File: config.mk
export PLATFORM = sky130hd
export DESIGN_NAME = c2u_emit
export DESIGN_NICKNAME = d
export VERILOG_FILES = /design/src/rtl/c2u_pkg.sv /design/src/rtl/c2u_emit.sv
export VERILOG_INCLUDE_DIRS = /design/src /design/src/rtl
export SDC_FILE = /design/constraint.sdc
export NUM_CORES = 1
export LEC_CHECK = 0
export BUFFER_PORTS_ARGS = -buffer_cell sky130_fd_sc_hd__buf_2
export CORE_MARGIN = 1
export CORE_UTILIZATION = 50
export CTS_BUF_LIST = sky130_fd_sc_hd__clkbuf_16
export DETAILED_ROUTE_END_ITERATION = 12
export MAX_ROUTING_LAYER = met4
export PLACE_DENSITY = 0.79
export SLEW_MARGIN = 5
export SYNTH_ARGS = -nofsm -noshare
export SYNTH_HDL_FRONTEND = slang
export SYNTH_SLANG_ARGS = --single-unit
File: constraint.sdc
create_clock -name aclk -period 6.3 [get_ports aclk]
set_clock_uncertainty 0.1 [all_clocks]
set_input_delay 0.945 -clock aclk [delete_from_list [all_inputs] [get_ports aclk]]
set_output_delay 0.945 -clock aclk [all_outputs]
set_load 0.005 [all_outputs]
File: src/rtl/cp932_to_utf8_stream_decoder_top_assert.svh
// Assertion macros for the CP932 to UTF-8 decoder.
`ifndef CP932_TO_UTF8_STREAM_DECODER_TOP_ASSERT_SVH
`define CP932_TO_UTF8_STREAM_DECODER_TOP_ASSERT_SVH

`ifndef ASSERT_OFF
// Property holds on every rising clock edge outside reset.
`define C2U_ASSERT(lbl, clk, rst_n, prop, msg) \
    lbl: assert property (@(posedge clk) disable iff (!rst_n) (prop)) else $error(msg);
// Condition never true outside reset.
`define C2U_NEVER(lbl, clk, rst_n, cond, msg) \
    lbl: assert property (@(posedge clk) disable iff (!rst_n) !(cond)) else $error(msg);
`else
`define C2U_ASSERT(lbl, clk, rst_n, prop, msg)
`define C2U_NEVER(lbl, clk, rst_n, cond, msg)
`endif

`endif

File: src/rtl/c2u_pkg.sv
`default_nettype none

package c2u_pkg;

    localparam int LEAD_ROWS     = 60;
    localparam int TRAIL_COLUMNS = 188;
    localparam int TABLE_DEPTH   = LEAD_ROWS * TRAIL_COLUMNS;
    localparam int ADDR_W        = $clog2(TABLE_DEPTH);
    localparam int CODE_W        = 16;
    localparam int ROW_W         = $clog2(LEAD_ROWS);

    // input actions (tuser)
    localparam logic [1:0] ACT_LOAD   = 2'd0;
    localparam logic [1:0] ACT_BYTE   = 2'd1;
    localparam logic [1:0] ACT_FINISH = 2'd2;

    // result kinds (tuser)
    localparam logic [1:0] KIND_DATA = 2'd0;
    localparam logic [1:0] KIND_OK   = 2'd1;
    localparam logic [1:0] KIND_ERR  = 2'd2;

    typedef enum logic [2:0] {
        OP_NONE,
        OP_CODE,
        OP_TRAIL,
        OP_BAD,
        OP_FINISH
    } op_t;

    // item held between table read and emit
    typedef struct packed {
        op_t                 op;
        logic [CODE_W-1:0]   code;
        logic                lead;
    } stage_t;

    // group of up to three results handed to the output stage
    typedef struct packed {
        logic [1:0]  kind;
        logic [23:0] bytes;
        logic [15:0] length;
        logic [1:0]  count;
    } group_t;

endpackage

`default_nettype wire

File: src/rtl/c2u_emit.sv
`default_nettype none

`include "cp932_to_utf8_stream_decoder_top_assert.svh"

module c2u_emit (
    input  wire logic                        aclk,
    input  wire logic                        aresetn,
    input  wire logic                        cfg_wr_en,
    input  wire logic [15:0]                 cfg_wr_data,
    input  wire logic                        st_valid,
    input  wire c2u_pkg::stage_t             st,
    input  wire logic [c2u_pkg::CODE_W-1:0]  rdata,
    input  wire logic                        can_take,
    output logic                             advance,
    output logic                             grp_load,
    output c2u_pkg::group_t                  grp
);

    logic [15:0]                cap_reg;
    logic                       err_reg, err_next;
    logic [15:0]                used_reg, used_next;
    logic [c2u_pkg::CODE_W-1:0] code;
    logic [1:0]                 cnt;
    logic                       room;
    logic [1:0]                 n;
    logic [23:0]                enc;

    assign code = (st.op == c2u_pkg::OP_TRAIL) ? rdata : st.code;
    assign cnt  = (code < 16'h0080) ? 2'd1 : (code < 16'h0800) ? 2'd2 : 2'd3;
    // terminator must still fit after the new bytes
    assign room = ({1'b0, used_reg} + {15'd0, cnt}) < {1'b0, cap_reg};

    always_comb begin
        case (cnt)
            2'd1:    enc = {16'd0, code[7:0]};
            2'd2:    enc = {8'd0, 2'b10, code[5:0], 3'b110, code[10:6]};
            default: enc = {2'b10, code[5:0], 2'b10, code[11:6], 4'b1110, code[15:12]};
        endcase
    end

    always_comb begin
        n         = 2'd0;
        err_next  = err_reg;
        used_next = used_reg;
        grp       = '{kind: c2u_pkg::KIND_DATA, bytes: enc, length: '0, count: cnt};
        case (st.op) inside
            c2u_pkg::OP_CODE, c2u_pkg::OP_TRAIL: begin
                if (!err_reg) begin
                    // a zero table entry is unmapped; a single byte of zero is NUL
                    if ((st.op == c2u_pkg::OP_TRAIL && code == '0) || !room) begin
                        err_next = 1'b1;
                    end else begin
                        n         = cnt;
                        used_next = used_reg + {14'd0, cnt};
                    end
                end
            end
            c2u_pkg::OP_BAD: begin
                err_next = 1'b1;
            end
            c2u_pkg::OP_FINISH: begin
                n         = 2'd1;
                grp.count = 2'd1;
                grp.bytes = '0;
                if (err_reg || st.lead || used_reg >= cap_reg) begin
                    grp.kind = c2u_pkg::KIND_ERR;
                end else begin
                    grp.kind   = c2u_pkg::KIND_OK;
                    grp.length = used_reg;
                end
                err_next  = 1'b0;
                used_next = '0;
            end
            default: begin
            end
        endcase
    end

    assign advance  = st_valid && (n == 2'd0 || can_take);
    assign grp_load = advance && n != 2'd0;

    always_ff @(posedge aclk) begin
        if (!aresetn) begin
            cap_reg  <= 16'hFFFF;
            err_reg  <= 1'b0;
            used_reg <= '0;
        end else begin
            if (cfg_wr_en) begin
                cap_reg <= cfg_wr_data;
            end
            if (advance) begin
                err_reg  <= err_next;
                used_reg <= used_next;
            end
        end
    end

    // count stays below the largest capacity, terminator included
    `C2U_NEVER(a_used_max, aclk, aresetn, used_reg == 16'hFFFF, "byte count overran")
    `C2U_ASSERT(a_err_silent, aclk, aresetn, advance && err_reg && st.op != c2u_pkg::OP_FINISH |-> !grp_load, "data emitted after error")

endmodule

`default_nettype wire

==> summary.txt <==
Logic synthesis
  • Register bit total from synthesis: 33
  • Synth top area share: 0.211
  • Synth async-reset ratio: 0
  • Post-Syn Area: 0.00313 sq mm
  • Warnings, synthesis: 0
  • Synth Instances: 413
  • Top cells by area, synth: dfxtp_1, ha_1, nand2_1, nor2_1, o211ai_1
  • Syn_area_per_cell: 7.58 sq um
  • Commonest cells in the netlist: nand2_1, nor2_1, dfxtp_1, ha_1, inv_1
  • Most frequent cell after synthesis: nand2_1
  • Biggest area consumer among synthesized cells: dfxtp_1
  • Number of synthesized flops with an enable pin: 0
  • Synth Flop Type: dfxtp_1
  • Seq/Total Area, Yosys: 0.211
  • Unique cell type count in the Yosys netlist: 58

Clock tree
  • Total CTS buffers: 5
  • Post-CTS sizing: 0
  • Setup bufs post-CTS: 0
  • CTS tree: done
  • CTS sink count: 33
  • Clock latency at the later pin of the worst-skew pair: 0.28 ns
  • Max H-tree Level: 2
  • CTS root buffer: clkbuf_16
  • Clk slew on worst S/H paths: 0.05 ns
  • Clock Tree Buf Depth: 2
  • # hold bufs at CTS: 0

STA
  • Max-slew violation count: 0
  • Slew @ Worst Pin: 0.978 ns
  • Hold Vio Cnt, Final: 0
  • RSZ-0062 raised after global routing: false
  • Final period util: 0.958
  • Setup TNS: 0 ns
  • Final worst setup slack: 0.262 ns
  • F_max: 166 MHz
  • Worst slew margin: 0.348
  • Endpoints failing setup: 0
  • Period minus WS final: 6.04 ns

Floorplanning
  • Initial Util: 0.522
  • Core Region: 0.00599 sq mm
  • I/O Pins: 103
  • Die H: 81.1 um
  • Die width: 81.1 um
  • Die area: 0.00658 sq mm
  • FP Rows: 28

Global route
  • Total GRT Usage: 0.293
  • Global-route congestion overflow total: 0
  • Global-route met3 utilization: 0.0483
  • Met1 usage: 0.374
  • GRT busiest layer: met2
  • First-pass GRT wire length: 14600 um
  • Vias in the first global route: 3151
  • Initial antenna violation count: 0
  • Largest net degree at the start of global routing: 38
  • GRT met2 Usage: 0.464

Worst setup path
  • Crit end category: output port
  • Flop-to-flop setup slack: 2.60 ns
  • Worst EP arrival: 4.99 ns
  • Crit path required time: 5.25 ns
  • CP Max Fanout: 11
  • WS Path Type: in -> out
  • Startpoint types: input port

Run
  • Max cap viols: 0

Drt
  • Via count: 3414
  • Iteration-0 DRC Markers: 195
  • Number of detailed-route iterations in the first pass: 5
  • Post-DRT Antenna Nets: 0
  • DRC viols: 0
  • Routed vias/inst: 5.86
  • Final WL: 9290 um
  • Drt wl/cell: 15.9 um

Min path
  • Worst hold-check path type: reg -> reg

Pwr
  • P_leak: 0.00196 uW
  • Power Total: 580 uW
  • Pwr Density: 151 mW/mm^2
  • Peak VDD IR: 0.119 mV

Cells and area
  • Area grow syn2layout: 22.4%
  • Final instance area: 0.00383 sq mm
  • Layout fillers: 559
  • Share of cells above drive strength 1: 0.256
  • Final #Nets: 598
  • Diodes inserted: 0

Placement
  • Worst slack, placed: 0.325 ns
  • Placer Congestion: 0.899
  • Dpl hpwl: 6970 um
  • I/O Buffers: 100
  • Placed cell area: 0.00369 sq mm

Run status
  • Status: complete, no violations
==> power by group <==
part,leakage (uW),switching [uW],internal (uW)
sequential,0.000270,2.60,217
clock,0.0000687,90.0,143
combinational,0.00162,73.3,54.6
==> cells by family (layout without fill, tap and decap cells) <==
logic type	after synthesis	in the layout	synth area share
and+or+nand+nor	175	175	0.268
AOI/OAI and AO/OA	93	93	0.215
buffers and inverters	50	144	0.0704
adders and majority gates	34	34	0.138
DFF	33	33	0.211
xor gates and xnor gates	15	15	0.0420
muxes	12	12	0.0544
other	1	2	0.00120
==> cell type report <==
class | count | area [sq um] | share of cell area
well taps | 75 | 93.8 | 0.0245
repair buffers | 112 | 591 | 0.154
inverters | 24 | 90.1 | 0.0235
clock inverters | 3 | 12.5 | 0.00327
multi-input cells | 331 | 2260 | 0.589
clock buffers | 5 | 125 | 0.0327
flip-flops and latches | 33 | 661 | 0.172
==> metrics by stage <==
stage	hold slack, ns	utilization	instances
floorplan	0.347	-	414
detailed placement	0.368	0.615	575
finish	0.375	0.640	583
global route	0.400	0.640	583
CTS	0.373	0.638	583
global placement	0.368	0.615	575
==> metal layers <==
layer,vias to the layer above,part of all wire
met5,-,0
met4,0,0.018
met3,21,0.060
met2,153,0.48
met1,1569,0.45
li1,1671,-
==> cells in the final DEF (no fill, tap or decap), types with 4 or more instances in the layout <==
cell type | Yosys | layout
o21ai_0 | 6 | 6
xnor2_1 | 9 | 9
and2_1 | 10 | 10
nor3_1 | 13 | 13
dfxtp_1 | 33 | 33
nand4_1 | 7 | 7
clkbuf_16 | 0 | 5
mux4_2 | 4 | 4
mux2i_1 | 8 | 8
a211oi_1 | 9 | 9
buf_2 | 2 | 100
a21o_1 | 6 | 6
a21boi_1 | 9 | 9
a21oi_1 | 13 | 13
o21ai_1 | 4 | 4
nand2_1 | 57 | 57
ha_1 | 33 | 33
nand3_1 | 18 | 18
nor2_1 | 46 | 46
o211ai_1 | 20 | 20
buf_4 | 4 | 12
o21a_1 | 4 | 4
inv_1 | 22 | 22
xor2_1 | 6 | 6
==> path summary, 6_finish.rpt <==
| kind | depth (start not counted) | end | from |
|---|---|---|---|
| hold reg to reg | 2 | used_reg[0] | used_reg[0] |
| setup reg to reg | 16 | used_reg[13] | used_reg[1] |
| hold / removal | 2 | used_reg[0] | used_reg[0] |
| setup / recovery | 19 | advance | st[16] |
==> critical path, stage by stage <==
cell and delay (ns):
buf_2 0.11, or4_1 0.58, nor4_2 0.26, o21bai_1 0.14
buf_4 0.20, ha_1 0.28, a21o_1 0.12, nand4_1 0.12
buf_4 0.19, inv_1 0.07, nand3_1 0.13, xnor2_1 0.17
ha_1 0.31, and4_1 0.18, a221o_1 0.40, o21ai_0 0.32
a21oi_1 0.16, o21a_1 0.22, buf_2 0.12
(Power assumes the default switching activity.)
