$ cat src/rtl/cp932_to_utf8_stream_decoder_top_assert.svh
// Assertion macros for the CP932 to UTF-8 decoder.
`ifndef CP932_TO_UTF8_STREAM_DECODER_TOP_ASSERT_SVH
`define CP932_TO_UTF8_STREAM_DECODER_TOP_ASSERT_SVH

`ifndef ASSERT_OFF
// Property holds on every rising clock edge outside reset.
`define C2U_ASSERT(lbl, clk, rst_n, prop, msg) \
    lbl: assert property (@(posedge clk) disable iff (!rst_n) (prop)) else $error(msg);
// Condition never true outside reset.
`define C2U_NEVER(lbl, clk, rst_n, cond, msg) \
    lbl: assert property (@(posedge clk) disable iff (!rst_n) !(cond)) else $error(msg);
`else
`define C2U_ASSERT(lbl, clk, rst_n, prop, msg)
`define C2U_NEVER(lbl, clk, rst_n, cond, msg)
`endif

`endif

$ cat src/rtl/c2u_pkg.sv
`default_nettype none

package c2u_pkg;

    localparam int LEAD_ROWS     = 60;
    localparam int TRAIL_COLUMNS = 188;
    localparam int TABLE_DEPTH   = LEAD_ROWS * TRAIL_COLUMNS;
    localparam int ADDR_W        = $clog2(TABLE_DEPTH);
    localparam int CODE_W        = 16;
    localparam int ROW_W         = $clog2(LEAD_ROWS);

    // input actions (tuser)
    localparam logic [1:0] ACT_LOAD   = 2'd0;
    localparam logic [1:0] ACT_BYTE   = 2'd1;
    localparam logic [1:0] ACT_FINISH = 2'd2;

    // result kinds (tuser)
    localparam logic [1:0] KIND_DATA = 2'd0;
    localparam logic [1:0] KIND_OK   = 2'd1;
    localparam logic [1:0] KIND_ERR  = 2'd2;

    typedef enum logic [2:0] {
        OP_NONE,
        OP_CODE,
        OP_TRAIL,
        OP_BAD,
        OP_FINISH
    } op_t;

    // item held between table read and emit
    typedef struct packed {
        op_t                 op;
        logic [CODE_W-1:0]   code;
        logic                lead;
    } stage_t;

    // group of up to three results handed to the output stage
    typedef struct packed {
        logic [1:0]  kind;
        logic [23:0] bytes;
        logic [15:0] length;
        logic [1:0]  count;
    } group_t;

endpackage

`default_nettype wire

$ cat src/rtl/c2u_front.sv
`default_nettype none

module c2u_front (
    input  wire logic                        aclk,
    input  wire logic                        aresetn,
    input  wire logic                        s_tvalid,
    output logic                             s_tready,
    input  wire logic [1:0]                  action,
    input  wire logic [7:0]                  in_byte,
    input  wire logic [13:0]                 entry_index,
    input  wire logic [15:0]                 entry_code,
    input  wire logic                        advance,
    output logic                             mem_we,
    output logic [c2u_pkg::ADDR_W-1:0]       mem_waddr,
    output logic [c2u_pkg::CODE_W-1:0]       mem_wdata,
    output logic                             mem_re,
    output logic [c2u_pkg::ADDR_W-1:0]       mem_raddr,
    output logic                             st_valid,
    output c2u_pkg::stage_t                  st
);

    logic                      lead_reg, lead_next;
    logic [c2u_pkg::ROW_W-1:0] row_reg, row_next;
    logic                      st_valid_reg, st_valid_next;
    c2u_pkg::stage_t           st_reg, st_next;
    c2u_pkg::stage_t           fresh;
    logic                      accept;
    logic [7:0]                col;
    logic                      col_ok;

    assign s_tready = !st_valid_reg || advance;
    assign accept   = s_tvalid && s_tready;

    always_comb begin
        col_ok = 1'b1;
        col    = 8'd0;
        if (in_byte >= 8'h40 && in_byte <= 8'h7E) begin
            col = in_byte - 8'h40;
        end else if (in_byte >= 8'h80 && in_byte <= 8'hFC) begin
            col = in_byte - 8'h41;
        end else begin
            col_ok = 1'b0;
        end
    end

    assign mem_raddr = c2u_pkg::ADDR_W'({8'd0, row_reg}
                       * 14'(c2u_pkg::TRAIL_COLUMNS)) + c2u_pkg::ADDR_W'(col);
    assign mem_waddr = entry_index;
    assign mem_wdata = entry_code;
    assign mem_we    = accept && action == c2u_pkg::ACT_LOAD
                       && entry_index < 14'(c2u_pkg::TABLE_DEPTH);

    // lead tracking ignores the error flag: after an error nothing counts
    // until finish, which clears both
    always_comb begin
        fresh     = '{op: c2u_pkg::OP_NONE, code: '0, lead: lead_reg};
        lead_next = lead_reg;
        row_next  = row_reg;
        unique case (action)
            c2u_pkg::ACT_BYTE: begin
                if (lead_reg) begin
                    lead_next = 1'b0;
                    fresh.op  = col_ok ? c2u_pkg::OP_TRAIL : c2u_pkg::OP_BAD;
                end else if (in_byte <= 8'h80) begin
                    fresh.op   = c2u_pkg::OP_CODE;
                    fresh.code = {8'd0, in_byte};
                end else if (in_byte >= 8'hA1 && in_byte <= 8'hDF) begin
                    fresh.op   = c2u_pkg::OP_CODE;
                    fresh.code = 16'hFF61 + {8'd0, in_byte - 8'hA1};
                end else if (in_byte == 8'hA0) begin
                    fresh.op   = c2u_pkg::OP_CODE;
                    fresh.code = 16'hF8F0;
                end else if (in_byte >= 8'hFD) begin
                    fresh.op   = c2u_pkg::OP_CODE;
                    fresh.code = 16'hF8F1 + {8'd0, in_byte - 8'hFD};
                end else begin
                    lead_next = 1'b1;
                    row_next  = (in_byte <= 8'h9F) ? c2u_pkg::ROW_W'(in_byte - 8'h81)
                              : c2u_pkg::ROW_W'(in_byte - 8'hE0) + c2u_pkg::ROW_W'(31);
                end
            end
            c2u_pkg::ACT_FINISH: begin
                fresh.op  = c2u_pkg::OP_FINISH;
                lead_next = 1'b0;
                row_next  = '0;
            end
            default: begin
            end
        endcase
        if (!accept) begin
            lead_next = lead_reg;
            row_next  = row_reg;
        end
    end

    assign mem_re = accept && fresh.op == c2u_pkg::OP_TRAIL;

    always_comb begin
        st_valid_next = st_valid_reg;
        st_next       = st_reg;
        if (!st_valid_reg || advance) begin
            st_valid_next = accept;
            st_next       = fresh;
        end
    end

    always_ff @(posedge aclk) begin
        if (!aresetn) begin
            lead_reg     <= 1'b0;
            row_reg      <= '0;
            st_valid_reg <= 1'b0;
        end else begin
            lead_reg     <= lead_next;
            row_reg      <= row_next;
            st_valid_reg <= st_valid_next;
        end
    end

    always_ff @(posedge aclk) begin
        st_reg <= st_next;
    end

    assign st_valid = st_valid_reg;
    assign st       = st_reg;

endmodule

`default_nettype wire

$ cat config.mk
export PLATFORM = sky130hd
export DESIGN_NAME = c2u_front
export DESIGN_NICKNAME = d
export VERILOG_FILES = /design/src/rtl/cp932_to_utf8_stream_decoder_top_assert.svh /design/src/rtl/c2u_pkg.sv /design/src/rtl/c2u_front.sv
export SDC_FILE = /design/constraint.sdc
export NUM_CORES = 1
export LEC_CHECK = 0
export BUFFER_PORTS_ARGS = -buffer_cell sky130_fd_sc_hd__buf_2
export CAP_MARGIN = 0
export CORE_AREA = 3 3 115 117
export DETAILED_ROUTE_END_ITERATION = 10
export DIE_AREA = 0 0 118 120
export GPL_TIMING_DRIVEN = 1
export PLACE_DENSITY_LB_ADDON = 0.3
export SYNTH_ARGS = -nofsm -noshare
export SYNTH_HDL_FRONTEND = slang
export SYNTH_SLANG_ARGS = --single-unit
export TNS_END_PERCENT = 20
$ cat constraint.sdc
create_clock -name aclk -period 9 [get_ports aclk]
set_clock_uncertainty 0.2 [all_clocks]
set_input_delay 1.8 -clock aclk [delete_from_list [all_inputs] [get_ports aclk]]
set_output_delay 1.8 -clock aclk [all_outputs]
set_load 0.03 [all_outputs]
==> run summary <==
Ports -> 112
Clock Latency Late Sink -> 0.26 ns
Mux contribution to synthesized area -> 0.846%
Crit start category -> input port
FILL cells -> 1322
Total Nets Final -> 550
Final WL -> 9310 um
Status -> complete, no violations
Vias in the first global route -> 2979
Clock power share -> 26.2%
RD Place Congestion -> 0.877
Critical path destination -> mem_raddr[13]
Post-Route Setup TNS -> 0 ns
Synth warn -> 0
# hold bufs at CTS -> 0
Max cap viols -> 0
Relative slew slack -> 44.8%
DRT iter0 DRCs -> 199
PortBufs -> 71
CP arrival -> 5.80 ns
Max-slew violations -> 0
Cell Area, Synth -> 3700 um^2
Number of flip-flops in the largest register -> 15
Maximum vdd drop -> 50.8 uV
Most common flop cell mapped by yosys -> edfxtp_1
Fmax -> 128 MHz
RSZ-0062 raised after global routing -> false
Slowest CP cell -> o41ai_1
Wire per inst -> 14.9 um
Syn Nets -> 523
Register bit total from synthesis -> 23
DP HPWL -> 7550 um
Power, Total -> 362 uW
GR Overflow Total -> 0
Worst-case reg-to-reg path depth -> 7
Commonest cells post-synth -> buf_4 (41), ha_1 (41), inv_1 (38)
Switching Share -> 37.7%
Comb pwr share -> 40.5%
Post-CTS sizing -> 0
Post-synthesis xor/xnor area fraction -> 7.11%
CTS sink count -> 23
Sequential share of the synthesized area -> 16.5%
DIE AREA -> 14200 um^2
Reg-to-reg endpoint -> lead_reg
Synth top area share -> 13.9%
CP Cell Sequence -> buf_2, inv_1, ha_1, nand4bb_4, nor3_1, o22ai_1, inv_1, o21ai_1, o41ai_1, ha_1, a21o_1, a21oi_1, nor2b_1, o41ai_1, nor4b_1, xnor2_1, buf_2
Ant diodes -> 0
Synth async-reset ratio -> 0%
Post-synthesis adder-cell area fraction -> 20.4%
First-pass GRT wire length -> 15300 um
Vias per cell -> 4.95
Area leader, netlist -> ha_1
CP Launch Point -> in_byte[6]
Starting Density -> 29.6%
Worst setup EP type -> output pin
Die Y -> 120 um
Crit path required time -> 7.00 ns
DRT Pass-1 Iters -> 4
Die width -> 118 um
Reg clk slew, reported paths -> 0.06 ns
Layout cell share with drive strength beyond 1 -> 22.3%
Post-CTS setup buffer count -> 0
Total vias in the final route -> 3087
P&R area growth vs syn -> 7.11%
Number of synthesized flops with an enable pin -> 15
Period utilization -> 86.7%
Site Rows -> 41
Int Pwr -> 226 uW
Post-synthesis compound-gate area fraction -> 20.3%
Final ANT Viol Nets -> 0
Post-Syn Instances -> 426
Worst slew pin tran -> 0.828 ns
Final hold vios -> 0
Core Area -> 12500 um^2
Reg2Reg Launch Point -> st_valid
Reg2reg setup slack -> 7.08 ns
Largest net degree at the start of global routing -> 24
Ranking of synthesized cells by area -> ha_1 (14%), edfxtp_1 (12%), buf_4 (8.3%)
Antenna violations before repair -> 0
H-Tree Level Count -> 1
Setup-failing EPs final -> 0
Power per Cell Area -> 91.4 nW/um^2
CTS root buffer -> clkbuf_16
Count of cell types in the netlist -> 80
# DRC -> 0
Tmin final -> 7.80 ns
TritonCTS Buffers -> 3
Hold Crit Class -> flip-flop to flip-flop
CP Class -> input port to output pin
Synth Area in Simple Gates -> 20.0%
Synth Area per Inst -> 8.68 um^2
Worst-path fanout max -> 14
Largest family of logic cells by synthesized area -> adder cells
Switch Pwr -> 137 uW
Seq pwr share -> 33.3%
P_leak -> 0.00189 uW
Max incr delay on CP -> 0.52 ns
TritonCTS clock tree -> yes
Buffer depth of the longest clock path -> 2
GRT Overall Usage -> 12.9%
## worst max-delay path: cells and delay by family
| family | cells | cell delay [ns] |
|---|---|---|
| compound gates | 6 | 1.72 |
| simple gates | 4 | 0.69 |
| buf+inv | 4 | 0.82 |
| xor+xnor | 1 | 0.16 |
| fa+ha+maj | 2 | 0.60 |
## area by class of cell
| cell class | count | area, um^2 | share of cell area [%] |
|---|---|---|---|
| multi-input cells | 313 | 2540 | 64.2 |
| flip-flops and latches | 23 | 611 | 15.4 |
| repair buffers | 72 | 363 | 9.17 |
| well taps | 172 | 215 | 5.44 |
| inverters | 40 | 150 | 3.79 |
| clock buffers | 3 | 75.1 | 1.90 |
| clock inverters | 1 | 5.00 | 0.126 |
## power groups by stage
stage / Clock [uW] / Sequential (uW) / Combinational [uW]
2_1_floorplan: 0 / 133 / 121
3_3_place_gp: 0 / 123 / 145
3_5_place_dp: 0 / 123 / 145
4_1_cts: 96.5 / 121 / 146
5_1_grt: 103 / 121 / 159
6_report: 94.9 / 121 / 146
## placed cells by master, fill, tap and decap left out, types with 8 or more instances in the layout
master	Yosys	routed
xnor2_1	20	20
inv_1	38	38
nand2_1	18	18
xor2_1	10	10
o21ai_0	16	16
nor3_1	12	12
nand3_1	9	9
ha_1	41	41
a21oi_1	14	14
fa_1	12	12
edfxtp_1	15	15
nor2_1	27	27
dfxtp_1	8	8
buf_2	1	71
## kinds of logic (layout without fill, tap and decap cells)
kind of cell | after synthesis | count (layout)
adder cells (fa/ha/maj) | 53 | 53
buffers and inverters | 90 | 116
multiplexers | 3 | 3
flip-flops | 23 | 23
AO/OA/AOI/OAI | 103 | 103
AND/OR/NAND/NOR | 124 | 124
XOR/XNOR | 30 | 30
## stage by stage
stage                     setup slack [ns]  instance area [um^2]  utilization, %  hold slack [ns]  std cells
after floorplan                       1.69                  3700               -            0.278        426
after global placement                1.42                  3880            31.1            0.328        620
after detailed placement              1.20                  3880            31.1            0.333        620
after CTS                             1.19                  3960            31.8            0.341        624
after global routing                 0.667                  3960            31.8            0.374        624
final                                 1.20                  3960            31.8            0.341        624
## per-layer routing
layer / global-route usage (%) / share of wire, %
met1: 18.0 / 47
met2: 21.4 / 47
met3: 1.98 / 5.7
met4: 2.12 / 0.88
met5: 0 / 0
## worst min path at each step
stage / start / end / slack (ns) / cells past startpoint
after floorplan: row_reg[2] / row_reg[2] / 0.28 / 1
after global placement: row_reg[2] / row_reg[2] / 0.33 / 1
after detailed placement: row_reg[2] / row_reg[2] / 0.33 / 1
after CTS: row_reg[2] / row_reg[2] / 0.34 / 1
after global routing: row_reg[2] / row_reg[2] / 0.37 / 1
final: row_reg[2] / row_reg[2] / 0.34 / 1
(Power assumes the default switching activity.)
