**src/rtl/cp932_to_utf8_stream_decoder_top_assert.svh**
```systemverilog
// Assertion macros for the CP932 to UTF-8 decoder.
`ifndef CP932_TO_UTF8_STREAM_DECODER_TOP_ASSERT_SVH
`define CP932_TO_UTF8_STREAM_DECODER_TOP_ASSERT_SVH

`ifndef ASSERT_OFF
// Property holds on every rising clock edge outside reset.
`define C2U_ASSERT(lbl, clk, rst_n, prop, msg) \
    lbl: assert property (@(posedge clk) disable iff (!rst_n) (prop)) else $error(msg);
// Condition never true outside reset.
`define C2U_NEVER(lbl, clk, rst_n, cond, msg) \
    lbl: assert property (@(posedge clk) disable iff (!rst_n) !(cond)) else $error(msg);
`else
`define C2U_ASSERT(lbl, clk, rst_n, prop, msg)
`define C2U_NEVER(lbl, clk, rst_n, cond, msg)
`endif

`endif

```
**src/rtl/c2u_pkg.sv**
```systemverilog
`default_nettype none

package c2u_pkg;

    localparam int LEAD_ROWS     = 60;
    localparam int TRAIL_COLUMNS = 188;
    localparam int TABLE_DEPTH   = LEAD_ROWS * TRAIL_COLUMNS;
    localparam int ADDR_W        = $clog2(TABLE_DEPTH);
    localparam int CODE_W        = 16;
    localparam int ROW_W         = $clog2(LEAD_ROWS);

    // input actions (tuser)
    localparam logic [1:0] ACT_LOAD   = 2'd0;
    localparam logic [1:0] ACT_BYTE   = 2'd1;
    localparam logic [1:0] ACT_FINISH = 2'd2;

    // result kinds (tuser)
    localparam logic [1:0] KIND_DATA = 2'd0;
    localparam logic [1:0] KIND_OK   = 2'd1;
    localparam logic [1:0] KIND_ERR  = 2'd2;

    typedef enum logic [2:0] {
        OP_NONE,
        OP_CODE,
        OP_TRAIL,
        OP_BAD,
        OP_FINISH
    } op_t;

    // item held between table read and emit
    typedef struct packed {
        op_t                 op;
        logic [CODE_W-1:0]   code;
        logic                lead;
    } stage_t;

    // group of up to three results handed to the output stage
    typedef struct packed {
        logic [1:0]  kind;
        logic [23:0] bytes;
        logic [15:0] length;
        logic [1:0]  count;
    } group_t;

endpackage

`default_nettype wire

```
**src/rtl/c2u_out_ser.sv**
```systemverilog
`default_nettype none

`include "cp932_to_utf8_stream_decoder_top_assert.svh"

module c2u_out_ser (
    input  wire logic             aclk,
    input  wire logic             aresetn,
    input  wire logic             grp_load,
    input  wire c2u_pkg::group_t  grp,
    output logic                  can_take,
    output logic                  m_tvalid,
    input  wire logic             m_tready,
    output logic                  m_tlast,
    output logic [1:0]            m_tuser,
    output logic [23:0]           m_tdata
);

    logic [1:0]  left_reg, left_next;
    logic [23:0] bytes_reg, bytes_next;
    logic [1:0]  kind_reg, kind_next;
    logic [15:0] len_reg, len_next;

    assign m_tvalid = left_reg != 2'd0;
    assign m_tlast  = left_reg == 2'd1;
    assign can_take = left_reg == 2'd0 || (left_reg == 2'd1 && m_tready);

    always_comb begin
        left_next  = left_reg;
        bytes_next = bytes_reg;
        kind_next  = kind_reg;
        len_next   = len_reg;
        if (grp_load) begin
            left_next  = grp.count;
            bytes_next = grp.bytes;
            kind_next  = grp.kind;
            len_next   = grp.length;
        end else if (m_tvalid && m_tready) begin
            left_next  = left_reg - 2'd1;
            bytes_next = {8'd0, bytes_reg[23:8]};
        end
    end

    always_ff @(posedge aclk) begin
        if (!aresetn) begin
            left_reg <= '0;
        end else begin
            left_reg <= left_next;
        end
    end

    always_ff @(posedge aclk) begin
        bytes_reg <= bytes_next;
        kind_reg  <= kind_next;
        len_reg   <= len_next;
    end

    assign m_tuser = kind_reg;
    assign m_tdata = {len_reg, bytes_reg[7:0]};

    `C2U_ASSERT(a_load_free, aclk, aresetn, grp_load |-> (left_reg == 2'd0 || (left_reg == 2'd1 && m_tready)), "group loaded over pending bytes")
    `C2U_ASSERT(a_done_single, aclk, aresetn, m_tvalid && kind_reg != c2u_pkg::KIND_DATA |-> left_reg == 2'd1, "string end not alone")

endmodule

`default_nettype wire

```
**config.mk**
```make
export PLATFORM = sky130hd
export DESIGN_NAME = c2u_out_ser
export DESIGN_NICKNAME = d
export VERILOG_FILES = /design/src/rtl/c2u_pkg.sv /design/src/rtl/c2u_out_ser.sv
export VERILOG_INCLUDE_DIRS = /design/src /design/src/rtl
export SDC_FILE = /design/constraint.sdc
export NUM_CORES = 1
export LEC_CHECK = 0
export BUFFER_PORTS_ARGS = -buffer_cell sky130_fd_sc_hd__buf_4
export CORE_MARGIN = 8
export CORE_UTILIZATION = 48
export CTS_BUF_LIST = sky130_fd_sc_hd__clkbuf_8
export CTS_CLUSTER_DIAMETER = 120
export CTS_CLUSTER_SIZE = 10
export DETAILED_ROUTE_END_ITERATION = 8
export MAX_ROUTING_LAYER = met4
export PLACE_DENSITY_LB_ADDON = 0.05
export RECOVER_POWER = 25
export SLEW_MARGIN = 20
export SYNTH_ARGS = -nofsm -noshare
export SYNTH_HDL_FRONTEND = slang
export SYNTH_SLANG_ARGS = --single-unit
export TNS_END_PERCENT = 1
```
**constraint.sdc**
```tcl
create_clock -name aclk -period 1.93 [get_ports aclk]
set_input_delay 0.2895 -clock aclk [delete_from_list [all_inputs] [get_ports aclk]]
set_output_delay 0.2895 -clock aclk [all_outputs]
set_load 0.1 [all_outputs]
```
==> flow_metrics.tcl, run 1 <==
set metrics [dict create \
    run_status "finished, final reports clean" \
    timing.critical_path.slowest_cell_delay_ps 320 \
    final_net_count 220 \
    cts_setup_buffers 0 \
    tightest_slew_ps 799 \
    areaGrowthSynthToFinish_pct 39.3 \
    final_antenna_net_count 0 \
    max_transition_margin 0.468 \
    timing.critical_path.max_delay_family "buffers and inverters" \
    synth_area_um2 1770 \
    worstSetupEndpointType "primary output" \
    port-buffer-count 76 \
    final-setup-viol-count 0 \
    largest_register_ffs 24 \
    cts_buffers 5 \
    insertion_delay_ps 280 \
    synth_top_area_frac 0.712 \
    multi_input_comb_area_um2 364 \
    grt_usage 0.112 \
    cts_max_path_buffers 2 \
    worst-path-max-fanout 3 \
    synth_edf_count 42 \
    slew_violations 0 \
    postLayoutCoreUtil 0.685 \
    sum_of_buffers_and_inverters_on_the_critical_path 3 \
    post_route_cells_drive_above_1_share 0.612 \
    yosysUniqueCellTypes 20 \
    time_the_worst_path_needs_with_i_o_delays_and_setup_ps 1670 \
    place.detailed.hpwl_um 2500 \
    floorplan.core_area_um2 3610 \
    synth.area.top_cells "sky130_fd_sc_hd__edfxtp_1 71%, sky130_fd_sc_hd__mux2_4 8.5%, sky130_fd_sc_hd__mux2_2 3.8%" \
    grtUsageMet2 0.187 \
    fmax_achieved_mhz 597 \
    hold_class "input port to flip-flop" \
    post-route-period-util 0.867 \
    clkSinkCount 44 \
    ff_latch_count_synth 44 \
    pin_count_of_the_biggest_net_entering_global_routing 34 \
    vdd_drop_max_v 0.000699 \
    pwrdens_nw_per_um2 1070 \
    hold_viol 0 \
    clock_pin_slew_reported_for_the_worst_setup_and_hold_paths_after_clock_tree_synthesis_ps 80 \
    antennaDiodeCount 0 \
    mappedNetlistNets 146 \
    dp.cells 211 \
    worstPathArrival_ps 1380 \
    synth_warnings 0 \
    ff_latch_area_um2 1300 \
    global_route.peak_usage_layer "met2" \
    pin_count 77 \
    cp_slowest_cell "sky130_fd_sc_hd__dfxtp_1" \
    dominantRegCellSynth "sky130_fd_sc_hd__edfxtp_1" \
    final_clock_skew_ps 4.85 \
    fp.dieArea_um2 5890 \
    post-synth-top-count-cell "sky130_fd_sc_hd__edfxtp_1" \
    cp_cell_sequence "inv_1, ha_1, clkinvlp_4, nand2_2, buf_4" \
    route.detailed.drc 0 \
    floorplan.rows 22 \
    drv.max_cap_violation_count 0 \
    yosysTopAreaCell "sky130_fd_sc_hd__edfxtp_1" \
    criticalPathCategory "flip-flop to primary output" \
    floorplan.die.height_um 76.8 \
    fillCellCount 252 \
    grt_pass1_vias 1076 \
    gr-usage-met1 0.115 \
    grt_setup_unrepaired "no" \
    asyncSetResetFlopFracSynth 0 \
    postCtsHoldBufs 0 \
    synthesis.area_per_instance_um2 18.5 \
    routed_wirelength_um 3170 \
    cts-resized-gates 0 \
    fin_tns_setup_ps 0 \
    critical_path_required_ps 1640 \
    via_per_inst 4.51 \
    final-instance-count-excl-fill 218 \
    synth_common_cells "42 x sky130_fd_sc_hd__edfxtp_1, 10 x sky130_fd_sc_hd__mux2_4, 8 x sky130_fd_sc_hd__and2_1, 8 x sky130_fd_sc_hd__buf_4, 6 x sky130_fd_sc_hd__mux2_2" \
    power.leakage_nw 1.05 \
    grt_first_pass_wirelength_um 5090 \
    cp-start-kind "flip-flop" \
    cts_max_level 2 \
    clock-root-buffer "sky130_fd_sc_hd__clkbuf_8" \
    drt-initial-drc-count 26 \
    effective_utilization_at_floorplan 0.491 \
    ys_seq_area_frac 0.734 \
    die_w_um 76.8 \
    dr_wl_cell_um 14.5 \
    drt_pass1_iterations 4 \
    place.gp.congestion 0.639 \
    met3_usage 0.0478 \
    grt_remaining_overflow 0 \
    grt_antenna_before_repair 0 \
    dr_total_vias 984 \
    gate_count_post_synth 96 \
    cts_tree "yes" \
]
-- area by class of cell --
type | count | share of cell area
clock buffer | 5 | 0.0279
timing repair buffer | 78 | 0.241
clock inverter | 2 | 0.0243
multi-input combinational | 37 | 0.147
inverter | 4 | 0.00760
tap | 48 | 0.0243
sequential | 44 | 0.527
-- stage by stage --
| stage | setup WS, ps | power (W) | hold WS [ps] | area [um2] |
|---|---|---|---|---|
| floorplan | 44.5 | 0.00172 | 388 | 1780 |
| global placement | 416 | 0.00187 | 468 | 2340 |
| detailed placement | 371 | 0.00188 | 469 | 2340 |
| CTS | 235 | 0.00266 | 165 | 2470 |
| global route | 189 | 0.00273 | 187 | 2470 |
| finish | 256 | 0.00264 | 201 | 2470 |
-- layer usage --
layer,vias up,share of wire
met4,0,0.015
li1,488,-
met1,449,0.39
met2,43,0.53
met5,-,0
met3,4,0.066
-- worst paths after layout --
path	start	end	slack, ps	cells after the start
max	left_reg[1]	can_take	260	5
min	grp[15]	len_reg[13]	200	1
max reg2reg	left_reg[0]	bytes_reg[4]	360	5
min reg2reg	bytes_reg[17]	bytes_reg[9]	550	1
-- power breakdown --
part / internal, W / total [W] / switching, W
sequential: 0.00115 / 0.00117 / 0.0000222
clock: 0.000509 / 0.000783 / 0.000274
combinational: 0.000191 / 0.000685 / 0.000494
total: 0.00184 / 0.00264 / 0.000791
-- kinds of logic (layout without fill, tap and decap cells) --
family,Yosys count,after routing,synth area share
and+or+nand+nor,14,14,0.0466
xor gates and xnor gates,1,1,0.00494
buffers and inverters,15,89,0.0628
DFF,44,44,0.734
AOI/OAI and AO/OA,4,4,0.0141
adders and majority gates,2,2,0.0141
muxes,16,16,0.123
-- placed cells by master, fill, tap and decap left out, drive strengths merged --
| cell | Yosys | final |
|---|---|---|
| a21boi | 1 | 1 |
| a21oi | 1 | 1 |
| and2 | 8 | 8 |
| and2b | 1 | 1 |
| buf | 11 | 59 |
| bufinv | 0 | 2 |
| clkbuf | 0 | 24 |
| clkinvlp | 0 | 1 |
| dfxtp | 2 | 2 |
| edfxtp | 42 | 42 |
| ha | 2 | 2 |
| inv | 4 | 3 |
| mux2 | 16 | 16 |
| nand2 | 3 | 3 |
| nand3b | 1 | 1 |
| o211ai | 1 | 1 |
| o21ai | 1 | 1 |
| or2 | 1 | 1 |
| xnor2 | 1 | 1 |
Note: power is estimated with default switching activity, not from simulation.
==> inputs of run 2 (changes only) <==
--- a/constraint.sdc
+++ b/constraint.sdc
@@ -3,2 +3,2 @@
 set_output_delay 0.2895 -clock aclk [all_outputs]
-set_load 0.1 [all_outputs]
+set_load 0.02 [all_outputs]
==> flow_metrics.tcl, run 2 (same netlist as run 1, synthesis figures left out) <==
set metrics [dict create \
    die_w_um 76.8 \
    floorplan.die.height_um 76.8 \
    dr_total_vias 1008 \
    clkSinkCount 44 \
    pin_count 77 \
    final_cell_mix "58 x sky130_fd_sc_hd__buf_4, 42 x sky130_fd_sc_hd__edfxtp_1, 18 x sky130_fd_sc_hd__clkbuf_4, 10 x sky130_fd_sc_hd__mux2_4, 6 x sky130_fd_sc_hd__mux2_2" \
    pre_cts_ws_ps 405 \
    postCtsHoldBufs 0 \
    max_transition_margin 0.466 \
    whs_ps 199 \
    dp.cells 211 \
    final-setup-viol-count 0 \
    floorplan.core_area_um2 3610 \
    worst-path-max-fanout 24 \
    clock_pin_slew_reported_for_the_worst_setup_and_hold_paths_after_clock_tree_synthesis_ps 70 \
    place.detailed.hpwl_um 2590 \
    criticalPathCategory "flip-flop to flip-flop" \
    grt_setup_unrepaired "no" \
    layout_commonest_cell "sky130_fd_sc_hd__buf_4" \
    port-buffer-count 76 \
    clock-root-buffer "sky130_fd_sc_hd__clkbuf_8" \
    critical_path_required_ps 1920 \
    hold_viol 0 \
    pin_count_of_the_biggest_net_entering_global_routing 34 \
    cts_setup_buffers 0 \
    grt_pass1_vias 1116 \
    drv.max_cap_violation_count 0 \
    effective_utilization_at_floorplan 0.491 \
    grt_antenna_before_repair 0 \
    route.detailed.drc 0 \
    cts_buffers 5 \
    worstSetupEndpointType "flip-flop" \
    critPathLaunch "left_reg[0]" \
    antennaDiodeCount 0 \
    routed_wirelength_um 3330 \
    cts_max_level 2 \
    r2r.worst_path.cells 5 \
    largest_register_ffs 24 \
    via_per_inst 4.62 \
    final_net_count 220 \
    final-instance-count-excl-fill 218 \
    time_the_worst_path_needs_with_i_o_delays_and_setup_ps 1540 \
    crit-reg2reg-launch "left_reg[0]" \
    tightest_slew_ps 802 \
    worstPathArrival_ps 1530 \
    fp.dieArea_um2 5890 \
    hold_class "input port to flip-flop" \
    cts-resized-gates 0 \
    place.gp.congestion 0.641 \
    timing.reg2reg.setup_slack_ps 390 \
    drt_pass1_iterations 4 \
    multi_input_comb_area_um2 359 \
    slew_violations 0 \
    run_status "finished, final reports clean" \
    areaGrowthSynthToFinish_pct 35.9 \
    dr_wl_cell_um 15.3 \
    cts_tree "yes" \
    ff_latch_area_um2 1300 \
    fillCellCount 278 \
    final_antenna_net_count 0 \
    fin_tns_setup_ps 0 \
    post-route-period-util 0.798 \
    floorplan.rows 22 \
    fmax_achieved_mhz 650 \
    cts_max_path_buffers 2 \
    final_clock_skew_ps 2.26 \
    grt_remaining_overflow 0 \
    insertion_delay_ps 280 \
    grt_usage 0.118 \
    drt-initial-drc-count 62 \
    finalWorstSetupSlack_ps 391 \
    vdd_drop_max_v 0.000488 \
    cp-start-kind "flip-flop" \
    post_route_cells_drive_above_1_share 0.582 \
    crit_path_end "bytes_reg[0]" \
    r2r_end "bytes_reg[0]" \
    pwrdens_nw_per_um2 839 \
    grt_first_pass_wirelength_um 5310 \
    power.leakage_nw 1.03 \
]
[run 2: layout make-up]
type | count | share of cell area
tap | 48 | 0.0249
timing repair buffer | 78 | 0.247
clock buffer | 5 | 0.0286
sequential | 44 | 0.541
multi-input combinational | 37 | 0.149
inverter | 4 | 0.00624
clock inverter | 2 | 0.00312
[run 2: power by group]
part           internal (W)  switching, W
clock              0.000238      0.000265
sequential          0.00115     0.0000238
combinational      0.000187      0.000160
[run 2: worst min path at each step]
stage,startpoint,end,slack (ps),cells after the start
2_1_floorplan,grp[2],len_reg[0],390,0
3_3_place_gp,grp[5],len_reg[3],470,1
3_5_place_dp,grp[5],len_reg[3],470,1
4_1_cts,grp[5],len_reg[3],170,1
5_1_grt,grp[42],m_tuser[0],190,1
6_report,grp[5],len_reg[3],200,1
[run 2: routing by layer]
metal,vias to the layer above,GRT usage,part of all wire
met4,0,0.0731,0.029
met2,52,0.193,0.51
li1,487,-,-
met3,9,0.0420,0.079
met5,-,-,0
met1,460,0.117,0.38
[run 2: critical path, cell delays in order, from the launching register on]
cell and delay [ps]:
sky130_fd_sc_hd__dfxtp_1 370, sky130_fd_sc_hd__inv_1 60, sky130_fd_sc_hd__ha_1 220, sky130_fd_sc_hd__and2b_1 250
sky130_fd_sc_hd__or2_1 160, sky130_fd_sc_hd__buf_12 180
[run 2: through the flow]
step	utilization	power, W	cell area, um2
final	0.668	0.00202	2410
after global routing	0.668	0.00210	2410
after CTS	0.668	0.00205	2410
after detailed placement	0.647	0.00155	2330
after global placement	0.647	0.00153	2330
after floorplan	-	0.00138	1770
